`src/hdl/rvsc_pkg.sv`:
```
package rvsc_pkg;

  // Major opcodes handled by the core
  localparam logic [6:0] OPC_OPIMM = 7'b0010011;
  localparam logic [6:0] OPC_JALR  = 7'b1100111;
  localparam logic [6:0] OPC_OP    = 7'b0110011;
  localparam logic [6:0] OPC_LUI   = 7'b0110111;
  localparam logic [6:0] OPC_LOAD  = 7'b0000011;
  localparam logic [6:0] OPC_STORE = 7'b0100011;

  localparam int XLEN  = 32;
  localparam int IN_W  = 32;
  localparam int OUT_W = 136;

  // What one instruction leaves behind once executed (load data still to come)
  typedef struct packed {
    logic [XLEN-1:0] fetch_address;
    logic            reg_write;
    logic            is_load;
    logic [XLEN-1:0] reg_value;
    logic            mem_write;
    logic [XLEN-1:0] mem_address;
    logic [XLEN-1:0] mem_value;
  } exec_res_t;

  // Forwarding view of one later pipeline stage
  typedef struct packed {
    logic            hit_a;
    logic            hit_b;
    logic            pending;
    logic [XLEN-1:0] value;
  } fwd_t;

  // Stage advance and access strobes for the data memory path
  typedef struct packed {
    logic adv2;
    logic adv3;
    logic adv4;
    logic load;
    logic store;
  } dmem_ctl_t;

endpackage

```
`src/hdl/rvsc_execute.sv`:
```
module rvsc_execute (
  input  logic [31:0]          inst,
  input  logic [31:0]          pc,
  input  logic [31:0]          op_a,
  input  logic [31:0]          op_b,
  input  logic                 rd_zero,
  input  rvsc_pkg::fwd_t       f2,
  input  rvsc_pkg::fwd_t       f3,
  input  rvsc_pkg::fwd_t       f4,
  output rvsc_pkg::exec_res_t  res,
  output logic                 hazard
);
  import rvsc_pkg::*;

  logic [6:0]      opc;
  logic [XLEN-1:0] a;
  logic [XLEN-1:0] b;
  logic            wait_a;
  logic            wait_b;
  logic            uses_a;
  logic            uses_b;
  logic [XLEN-1:0] imm_i;
  logic [XLEN-1:0] imm_s;
  logic [XLEN-1:0] sum;
  logic [XLEN-1:0] pc_plus4;

  assign opc      = inst[6:0];
  assign imm_i    = {{20{inst[31]}}, inst[31:20]};
  assign imm_s    = {{20{inst[31]}}, inst[31:25], inst[11:7]};
  assign pc_plus4 = pc + 32'd4;

  // Pick the newest in-flight value of each source; a load still in flight must wait
  always_comb begin
    a      = op_a;
    wait_a = 1'b0;
    if (f2.hit_a) begin
      a      = f2.value;
      wait_a = f2.pending;
    end else if (f3.hit_a) begin
      a      = f3.value;
      wait_a = f3.pending;
    end else if (f4.hit_a) begin
      a = f4.value;
    end
    b      = op_b;
    wait_b = 1'b0;
    if (f2.hit_b) begin
      b      = f2.value;
      wait_b = f2.pending;
    end else if (f3.hit_b) begin
      b      = f3.value;
      wait_b = f3.pending;
    end else if (f4.hit_b) begin
      b = f4.value;
    end
  end

  // Which sources the opcode actually reads
  always_comb begin
    uses_a = 1'b0;
    uses_b = 1'b0;
    case (opc)
      OPC_OPIMM, OPC_JALR, OPC_LOAD: uses_a = 1'b1;
      OPC_OP, OPC_STORE: begin
        uses_a = 1'b1;
        uses_b = 1'b1;
      end
      default: ;
    endcase
  end

  assign hazard = (uses_a && wait_a) || (uses_b && wait_b);

  // Shared address / immediate adder
  assign sum = a + ((opc == OPC_STORE) ? imm_s : imm_i);

  always_comb begin
    res               = '0;
    res.fetch_address = pc_plus4;
    case (opc)
      OPC_OPIMM: begin
        res.reg_write = 1'b1;
        res.reg_value = sum;
      end
      OPC_OP: begin
        res.reg_write = 1'b1;
        res.reg_value = a + b;
      end
      OPC_LUI: begin
        res.reg_write = 1'b1;
        res.reg_value = {inst[31:12], 12'd0};
      end
      OPC_JALR: begin
        res.reg_write     = 1'b1;
        res.reg_value     = pc_plus4;
        res.fetch_address = {sum[31:1], 1'b0};
      end
      OPC_LOAD: begin
        res.reg_write   = 1'b1;
        res.is_load     = 1'b1;
        res.mem_address = sum;
      end
      OPC_STORE: begin
        res.mem_write   = 1'b1;
        res.mem_address = sum;
        res.mem_value   = b;
      end
      default: ;
    endcase
    // Drop writes to register zero
    if (rd_zero) begin
      res.reg_write = 1'b0;
      res.is_load   = 1'b0;
      res.reg_value = '0;
    end
  end

endmodule

```
`config.mk`:
```
export PLATFORM = sky130hd
export DESIGN_NAME = rvsc_execute
export DESIGN_NICKNAME = d
export VERILOG_FILES = /design/src/hdl/rvsc_pkg.sv /design/src/hdl/rvsc_execute.sv
export SDC_FILE = /design/constraint.sdc
export NUM_CORES = 1
export LEC_CHECK = 0
export BUFFER_PORTS_ARGS = -buffer_cell sky130_fd_sc_hd__buf_2
export CORE_UTILIZATION = 36
export DETAILED_ROUTE_END_ITERATION = 6
export PLACE_DENSITY_LB_ADDON = 0.08
export SLEW_MARGIN = 20
export SYNTH_ARGS = -nofsm -noshare
export SYNTH_HDL_FRONTEND = slang
export SYNTH_SLANG_ARGS = --single-unit
```
`constraint.sdc`:
```
create_clock -name vclk -period 7.2
set_clock_uncertainty 0.1 [all_clocks]
set_input_delay 1.08 -clock vclk [all_inputs]
set_output_delay 1.08 -clock vclk [all_outputs]
set_load 0.005 [all_outputs]
```
* Word level (Yosys, flattened, before mapping)
Cells that the tools add are included.
** Storage, ports and cells
- Memories :: 0
- Register bits :: 0
- Bits in latches :: 0
- RAM bits :: 0
- Word-level logic and storage cells :: 37
- Output and inout port bits :: 132
- Memory bits (read-only) :: 0
** Cells by class
- Div/mod/pow operators :: 0
- Equality and inequality tests :: 6
- Shift-type cells :: 0
- Multipliers :: 0
- Add/sub/neg operators :: 3
- Reductions and logical operators :: 7
- Muxes and demuxes :: 21
- Bitwise logic cells :: 0
- Order comparisons :: 0
** Operators with widths (count)
- two-way mux 32 bit :: 9
- one-hot mux 32 bit (4 select lines) :: 1
- adder 32 bit :: 2
- two-way mux 34 bit :: 1
- adder 32 x 3 -> 32 bit, second input constant :: 1
- equality test 7 x 6 -> 1 bit, second input constant :: 3
- OR reduction 5 bit :: 2
- two-way mux 1 bit :: 9
- equality test 7 x 2 -> 1 bit, second input constant :: 1
- equality test 7 x 5 -> 1 bit, second input constant :: 1
- equality test 7 bit, second input constant :: 1
- two-way mux 5 bit :: 1
- OR reduction 2 bit :: 2
- logical AND 1 bit :: 2
- logical OR 1 bit :: 1

* Depth between registers and ports, before layout
Gate-level depths: netlist of the first run.
- Word-level depth :: 6
- Mapped depth :: 18

* Worst setup path before layout of the first run
Ideal clock, no wire load.
- Path kind :: input port to output port
- Start :: input inst[4]
- End :: output res[91] (netlist bit)
- Setup slack :: 1.381 ns
- Path buffers :: 2
- Stages on the path :: 17
- Arrival time :: 4.639 ns
- Path through :: clkbuf_1 -> nor4_1 -> nand2_1 -> clkbuf_1 -> mux2_2 -> ha_1 -> inv_1 -> fa_1 -> nor2b_1 -> o21a_1 -> a311o_2 -> a31oi_2 -> o41ai_2 -> a21boi_0 -> xor2_1 -> o221a_2 -> a21oi_1
** RTL lines
- start: declaration :: RTL line rvsc_execute.sv:2 : input logic [31:0] inst,
- end: declaration :: RTL line rvsc_execute.sv:10 : output rvsc_pkg::exec_res_t res,

==> results of run 1 <==
==> report_power, final <==
| part | internal [uW] | switching (uW) |
|---|---|---|
| combinational | 328 | 510 |
| sequential | 0 | 0 |
| clock | 0 | 0 |
==> placed cells by master (no fill, tap or decap), drive strengths merged, types with 27 or more instances in the layout <==
cell	count
a211oi	34
a21o	27
a21oi	128
buf	379
ha	63
mux2i	47
nand2	124
nor2	138
nor2b	99
o21ai	69
o31ai	38
xnor2	48
xor2	34
==> critical path, stage by stage <==
cell	delay (ns)
buf_2	0.09
nand3b_1	0.32
nor4_2	0.37
nand2_1	0.28
mux2_2	0.29
ha_1	0.18
inv_1	0.07
fa_1	0.40
nor2b_1	0.13
o21a_1	0.14
a311o_2	0.25
a31oi_2	0.15
o41ai_2	0.54
a21oi_1	0.15
xnor2_1	0.20
a221oi_1	0.37
a21oi_1	0.11
buf_2	0.14
==> metal layers <==
| metal | track usage | wire (um) |
|---|---|---|
| met4 | 0.0432 | 675 |
| met3 | 0.0205 | 1900 |
| met2 | 0.470 | 14500 |
| met5 | 0 | 0 |
| met1 | 0.417 | 15800 |
==> cell type report <==
cell class | instances | area share
inverter | 18 | 0.00712
multi-input combinational | 1092 | 0.754
tap | 270 | 0.0356
timing repair buffer | 379 | 0.204
==> worst max-delay path by stage <==
stage | startpoint | endpoint | slack [ns]
final | inst[3] | res[95] | 0.73
after global routing | f2[34] | res[90] | 0.44
after CTS | inst[3] | res[95] | 0.75
after detailed placement | inst[3] | res[95] | 0.76
after global placement | inst[3] | res[95] | 0.80
after floorplan | inst[4] | res[91] | 1.38
==> metrics by stage <==
stage | utilization | cell area, sq um | setup slack, ns
after floorplan | - | 7540 | 1.38
after global placement | 0.466 | 9490 | 0.804
after CTS | 0.466 | 9490 | 0.755
final | 0.466 | 9490 | 0.733
after detailed placement | 0.466 | 9490 | 0.761
after global routing | 0.466 | 9490 | 0.437
==> cells by family after synthesis <==
| logic type | after synthesis | share of synthesized area |
|---|---|---|
| xor gates and xnor gates | 82 | 0.0953 |
| and+or+nand+nor | 490 | 0.316 |
| muxes | 53 | 0.0714 |
| adders and majority gates | 65 | 0.110 |
| buffers and inverters | 107 | 0.0538 |
| AOI/OAI and AO/OA | 402 | 0.354 |
==> run summary, run 1 <==
Count of flip-flops and latches: 0
Worst hold start: rd_zero
ANT nets after route: 0
Outcome: finished, final reports clean
Total track usage: 0.288
Commonest cells post-synth: nor2_1 (138), a21oi_1 (127), nand2_1 (124), nor2b_1 (99), clkbuf_1 (77)
Iter 0 DRT Violations: 503
Crit path time final: 6.47 ns
Area delta synth->final: 25.9%
Antenna violations before repair: 0
Max_cap viols: 0
Routed WL: 32,900 um
Mean Syn Cell Area: 6.29 sq um
Routed vias/inst: 5.60
PD cells: 88.3 nW/um^2
LEAKAGE: 0.00456 uW
Hold WS: 2.35 ns
Worst Setup Path Type: in -> out
Worst Hold Class: in -> out
Cell variety after synth: 73
Ports: 366
Fillers: 2,275
Post-cts sizing count: 0
Final #Nets: 1,790
First-pass GRT wire length: 49,400 um
Worst Hold Path EP: res[97]
RSZ-0062 raised after global routing: false
Worst vdd ir: 37.9 uV
Post-DP HPWL: 28,200 um
Max Transition Viols Final: 0
Via Count: 9,859
Final Setup Violations: 0
GRT overflow: 0
Final Power: 838 uW
Setup Buffers After CTS: 0
Layout cells sized above 1: 0.275
FMAX: 0.155 GHz
CP max FO: 6
Hold depth: 3
Starting density of the core: 0.370
DRC Markers: 0
Final Cycle Share: 0.898
Top-area cell type share of the netlist area: 0.105
Post-Syn Instances: 1,199
Sequential share of the synthesized area: 0
Die ar.: 21,500 sq um
Mapped Nets: 1,498
Non-filler cells, final: 1,759
Synthesized area: 7540 sq um
Multi-input gate area: 7160 sq um
FP Rows: 52
DR pass1 iterations: 6
FF/Latch Area: 0 sq um
Yosys warns: 0
DIE HEIGHT: 147 um
Hold Vio Cnt, Final: 0
Critical path capture point type: output pin
WP data arrival: 5.29 ns
Synth area leaders: ha_1 (10%), a21oi_1 (8.4%), nor2b_1 (8.2%)
Placed Cells: 1,759
Vias in the first global route: 8,896
Core region area: 20,400 sq um
Worst EP required: 6.02 ns
Routability cong.: 0.936
Startpoint types: input port
Setup TNS: 0 ns
Antenna Cells: 0
WL/cell: 18.7 um
Worst-margin pin slew: 1.07 ns
Hold-fix buffers, CTS: 0
Chip Width: 147 um
Cell taking the most area after synthesis: ha_1
Layout clock buffer count: 0
Slew headroom: 0.287
Largest net degree at the start of global routing: 72
Port bufs: 365
Most common cell in the netlist: nor2_1
(Power assumes the default switching activity.)
==> run 2: changes to the inputs <==
--- a/config.mk
+++ b/config.mk
@@ -5,6 +5,7 @@
 export SDC_FILE = /design/constraint.sdc
 export NUM_CORES = 1
 export LEC_CHECK = 0
+export ABC_AREA = 1
 export BUFFER_PORTS_ARGS = -buffer_cell sky130_fd_sc_hd__buf_2
 export CORE_UTILIZATION = 36
 export DETAILED_ROUTE_END_ITERATION = 6
==> run 2 against run 1 <==
  * Sequential cell count unchanged
  * Critical path depth increased by 6
  * Count of clock-buffer cells in the layout did not move
  * Sequential share of layout area did not move
  * Hold slack about the same
  * Synthesized cell count is 64% higher
  * Synthesized area increased by 25%
  * Core utilization decreased by 1.6 points
  * Critical path type unchanged
==> run summary, run 2 <==
WL/cell: 16.8 um (-10%)
Setup Buffers After CTS: 0 (unchanged)
Worst path most repeated cell: nand2_1
Post-Syn Instances: 1,964 (+64%)
Synthesized area: 9430 sq um (+25%)
Max_cap viols: 0 (unchanged)
CP cell instances: buf_2 -> nor3_2 -> inv_2 -> nor2_1 -> nand2_1 -> nor2_4 -> mux2i_1 -> inv_1 -> ha_1 -> inv_1 -> fa_1 -> inv_1 -> nand3_1 -> nand3_1 -> nand2_1 -> nand2_1 -> nand2_1 -> nand3_1 -> nand2_1 -> nand3_1 -> nand3_1 -> nand2_1 -> inv_1 -> buf_2
CP max FO: 35 (+29)
Placed Area: 11,500 sq um (+21%)
Delay-heaviest family, CP: simple AND/OR/NAND/NOR gates
RSZ-0062 raised after global routing: false
Ports: 366 (unchanged)
Slowest stage delay, CP: 0.53 ns (about the same)
LEAKAGE: 0.00733 uW (+61%)
Antenna violations before repair: 1 (+1)
Post-synthesis compound-gate area fraction: 0.210 (-0.144)
Worst vdd ir: 41.9 uV (+11%)
Final Power: 937 uW (+12%)
Via Count: 13,200 (+34%)
Total track usage: 0.317 (+0.0296)
WP data arrival: 4.68 ns (-0.61 ns)
Worst hold start: pc[1]
Slowest cell on the critical path: nor2_4
Critical path capture point type: output pin
DIE HEIGHT: 164 um (+12%)
Post-DP HPWL: 38,400 um (+36%)
Crit path setup slack, layout: 1.34 ns (+0.606 ns)
WP buf/inv: 7 (+4)
Layout cells sized above 1: 0.182 (-0.0923)
Area delta synth->final: 21.6%
Top-area cell type share of the netlist area: 0.277 (+0.173)
Commonest cells post-synth: nand2_1 (697), inv_1 (384), nand3_1 (147), nor2_1 (138), o211ai_1 (99)
Crit path time final: 5.86 ns (-0.606 ns)
Vias in the first global route: 12,200 (+37%)
Starting density of the core: 0.370 (about the same)
ANT nets after route: 0 (unchanged)
Layout clock buffer count: 0 (unchanged)
First-pass GRT wire length: 66,600 um (+35%)
CP startpoint: inst[3]
Post-synthesis adder-cell area fraction: 0.0878 (-0.0220)
DR pass1 iterations: 6 (unchanged)
FMAX: 0.171 GHz (+10%)
Startpoint types: input port
Hold Vio Cnt, Final: 0 (unchanged)
Proportion of synthesized area in mux cells: 0.00318 (-0.0682)
Die ar.: 26,800 sq um (+25%)
Worst Hold Class: in -> out
Largest family of logic cells by synthesized area: simple AND/OR/NAND/NOR gates
Fillers: 3,025 (+33%)
Post-Synth XOR/XNOR Area: 0.0251 (-0.0702)
Multi-input gate area: 7650 sq um (+6.9%)
Placement Setup Slack: 1.33 ns (+0.573 ns)
PD cells: 81.7 nW/um^2 (-7.4%)
Cell taking the most area after synthesis: nand2_1
Hold-fix buffers, CTS: 0 (unchanged)
Post-route cell area: 11,500 sq um (+21%)
Synth area leaders: nand2_1 (28%), inv_1 (15%), ha_1 (8.4%)
Final Cycle Share: 0.814 (-0.0842)
Simple-gate area share of the yosys netlist: 0.485 (+0.169)
DRC Markers: 0 (unchanged)
Util after Layout: 0.450 (-0.0161)
Sequential share of the synthesized area: 0 (unchanged)
Slew headroom: 0.357 (+0.0695)
Most common cell in the netlist: nand2_1
Final #Nets: 2,576 (+44%)
Mapped Nets: 2,263 (+51%)
Largest net degree at the start of global routing: 63 (-13%)
Worst EP required: 6.02 ns (about the same)
Setup TNS: 0 ns (unchanged)
Count of flip-flops and latches: 0 (unchanged)
Commonest non-fill, non-tap cell in the layout: nand2_1
Port bufs: 365 (unchanged)
Commonest cells after routing, fill and taps aside: nand2_1 (697), inv_1 (384), buf_2 (365)
Post-cts sizing count: 0 (unchanged)
Cell variety after synth: 44 (-40%)
Worst-margin pin slew: 0.959 ns (-0.110 ns)
Outcome: finished, final reports clean
Routed vias/inst: 5.08 (-9.3%)
Core region area: 25,500 sq um (+25%)
Yosys warns: 0 (unchanged)
Mean Syn Cell Area: 4.80 sq um (-24%)
Hold depth: 4 (+1)
Final Setup Violations: 0 (unchanged)
Max Transition Viols Final: 0 (unchanged)
Worst Setup Path Type: in -> out
Routed WL: 43,900 um (+33%)
Antenna Cells: 0 (unchanged)
GRT overflow: 0 (unchanged)
FF/Latch Area: 0 sq um (unchanged)
Iter 0 DRT Violations: 850 (+69%)
Chip Width: 164 um (+12%)
FP Rows: 58 (+12%)
Routability cong.: 0.951 (+1.6%)
Worst Hold Path EP: res[100]
## run 2: report_power, final
group,switching [uW],internal [uW]
clock network,0,0
registers,0,0
logic,628,309
total,628,309
## run 2: metrics by stage
| stage | hold WS (ns) | instances |
|---|---|---|
| 6_report | 2.35 | 2605 |
| 5_1_grt | 2.38 | 2605 |
| 4_1_cts | 2.36 | 2605 |
| 3_5_place_dp | 2.36 | 2605 |
| 3_3_place_gp | 2.36 | 2605 |
| 2_1_floorplan | 2.14 | 1964 |
## run 2: kinds of logic after synthesis
| group | count (synthesis) |
|---|---|
| compound gates | 319 |
| xor+xnor | 27 |
| fa+ha+maj | 65 |
| buf+inv | 465 |
| mux | 3 |
| simple gates | 1085 |
## run 2: final cells by class
cell class,count,area share
Tap cell,330,0.0360
Timing Repair Buffer,374,0.165
Multi-Input combinational cell,1499,0.667
Inverter,402,0.132
## run 2: how the worst max path moves through the flow
stage / endpoint / slack [ns] / cells past startpoint
final: res[89] / 1.34 / 24
after global routing: res[85] / 0.92 / 25
after CTS: res[89] / 1.34 / 24
after detailed placement: res[89] / 1.33 / 24
after global placement: res[89] / 1.39 / 24
after floorplan: res[119] / 2.60 / 20
## run 2: layer usage
metal  track usage  up-vias  share of wire
met5             0        -              0
met4        0.0589        0          0.022
met3        0.0167       40          0.055
met2         0.549      454           0.46
met1         0.434     5913           0.46
li1              -     6836              -
==> run 3: changes to the inputs <==
==> constraint.sdc (replaced) <==
create_clock -name vclk -period 5.4
set_clock_uncertainty 0.1 [all_clocks]
set_input_delay 0.81 -clock vclk [all_inputs]
set_output_delay 0.81 -clock vclk [all_outputs]
set_load 0.005 [all_outputs]
==> run 3 against run 2 <==
  * Final area is 0.92% higher
  * Highest routed layer unchanged
  * Critical path depth fell by 5
  * Combinational power rose by 34%
  * Non-clock buffer count rose by 9
  * Sequential share of layout area unchanged
  * Die area unchanged
  * Setup slack worse by 0.88 ns
  * Routed wire length hardly changed
  * Cell count is 0.35% higher
==> run summary, run 3 (synthesis results as in run 2) <==
Outcome: finished, final reports clean
PD cells: 109 nW/um^2 (+34%)
Placement Setup Slack: 0.479 ns (-0.855 ns)
ANT nets after route: 0 (unchanged)
FMAX: 0.202 GHz
Critical path capture point type: output pin
Clock power frac: 0 (unchanged)
RSZ-0062 raised after global routing: false
Ports: 366 (unchanged)
Hold Vio Cnt, Final: 0 (unchanged)
Setup TNS: 0 ns (unchanged)
Worst EP required: 4.49 ns (-1.53 ns)
Worst Setup Path Type: in -> out
Worst-margin pin slew: 0.797 ns (-0.162 ns)
LEAKAGE: 0.00739 uW (+0.79%)
Hold-fix buffers, CTS: 0 (unchanged)
WP data arrival: 4.03 ns (-0.65 ns)
Slowest stage delay, CP: 0.53 ns (about the same)
Total track usage: 0.316 (-0.000930)
Switching power total: 843 uW (+34%)
WP buf/inv: 5 (-2)
DR pass1 iterations: 5 (-1)
Routability cong.: 0.962 (+1.2%)
Worst vdd ir: 49.3 uV (+18%)
Setup Buffers After CTS: 0 (unchanged)
Vias in the first global route: 12,000 (-1.6%)
Post-cts sizing count: 0 (unchanged)
First-pass GRT wire length: 66,000 um (-0.88%)
Final Cycle Share: 0.915
Final Setup Violations: 0 (unchanged)
Antenna Cells: 0 (unchanged)
Slew headroom: 0.463 (+0.106)
CP max FO: 36 (+2.9%)
DRC Markers: 0 (unchanged)
Layout cells sized above 1: 0.186 (+0.00322)
Antenna violations before repair: 0 (-1)
Max Transition Viols Final: 0 (unchanged)
Flop pwr share: 0 (unchanged)
Logic pwr share: 1.000 (about the same)
Int Power: 419 uW (+36%)
Iter 0 DRT Violations: 1,020 (+20%)
Commonest non-fill, non-tap cell in the layout: nand2_1
Delay-heaviest family, CP: simple AND/OR/NAND/NOR gates
Routed WL: 43,900 um (about the same)
FF/Latch Area: 0 sq um (unchanged)
Routed vias/inst: 5.10 (+0.27%)
DIE HEIGHT: 164 um (unchanged)
Switching fraction of total power: 0.668 (-0.00230)
Layout clock buffer count: 0 (unchanged)
Crit path setup slack, layout: 0.460 ns (-0.880 ns)
Worst path most repeated cell: nand2_1
Post-DP HPWL: 38,700 um (+0.79%)
Chip Width: 164 um (unchanged)
Max_cap viols: 0 (unchanged)
CP cell instances: buf_2 -> inv_2 -> buf_12 -> o211ai_1 -> o211ai_1 -> o21ai_0 -> ha_1 -> nand2_1 -> nor2_1 -> nand2_1 -> nor4_1 -> nand2_1 -> nand2_1 -> nand2_1 -> nand3_1 -> nand3_1 -> nand2_1 -> inv_1 -> buf_2
FP Rows: 58 (unchanged)
Slowest cell on the critical path: ha_1
Count of flip-flops and latches: 0 (unchanged)
Crit path time final: 4.94 ns
WL/cell: 16.8 um (-0.34%)
Die ar.: 26,800 sq um (unchanged)
Core region area: 25,500 sq um (unchanged)
Port bufs: 365 (unchanged)
Final #Nets: 2,585 (+0.35%)
Starting density of the core: 0.370 (unchanged)
Startpoint types: input port
GRT overflow: 0 (unchanged)
Worst Hold Class: in -> out
Area delta synth->final: 22.7%
Commonest cells after routing, fill and taps aside: nand2_1 (697), inv_1 (384), buf_2 (365)
Largest net degree at the start of global routing: 61 (-3.2%)
Via Count: 13,300 (+0.62%)
[run 3: stage by stage]
| stage | power (uW) | instance area (sq um) | hold slack [ns] | instances | utilization |
|---|---|---|---|---|---|
| final | 1260 | 11600 | 1.82 | 2614 | 0.454 |
| after detailed placement | 1240 | 11600 | 1.82 | 2614 | 0.454 |
| after global placement | 1240 | 11600 | 1.82 | 2614 | 0.454 |
| after global routing | 1410 | 11600 | 1.85 | 2614 | 0.454 |
| after floorplan | 814 | 9430 | 1.60 | 1964 | - |
| after CTS | 1250 | 11600 | 1.82 | 2614 | 0.454 |
[run 3: worst paths after layout]
kind | startpoint | to | slack, ns | depth (start not counted)
setup / recovery | f3[34] | res[96] | 0.46 | 19
hold / removal | pc[1] | res[100] | 1.82 | 4
[run 3: power groups by stage]
stage                     registers, uW  clock network, uW  logic [uW]
after CTS                             0                  0        1250
after global routing                  0                  0        1410
after floorplan                       0                  0         814
final                                 0                  0        1260
after global placement                0                  0        1240
after detailed placement              0                  0        1240
[run 3: layer usage]
metal  vias to the layer above  GRT usage  wire (um)
met5                         -          0          0
li1                       6861          -          -
met3                        34     0.0116       2460
met2                       489      0.555      20700
met4                         0     0.0501        801
met1                      5941      0.433      19900
[run 3: cell type report]
cell class,count,area [sq um]
fillers,2997,13900
well taps,330,413
repair buffers,383,2000
multi-input cells,1499,7650
inverters,402,1510
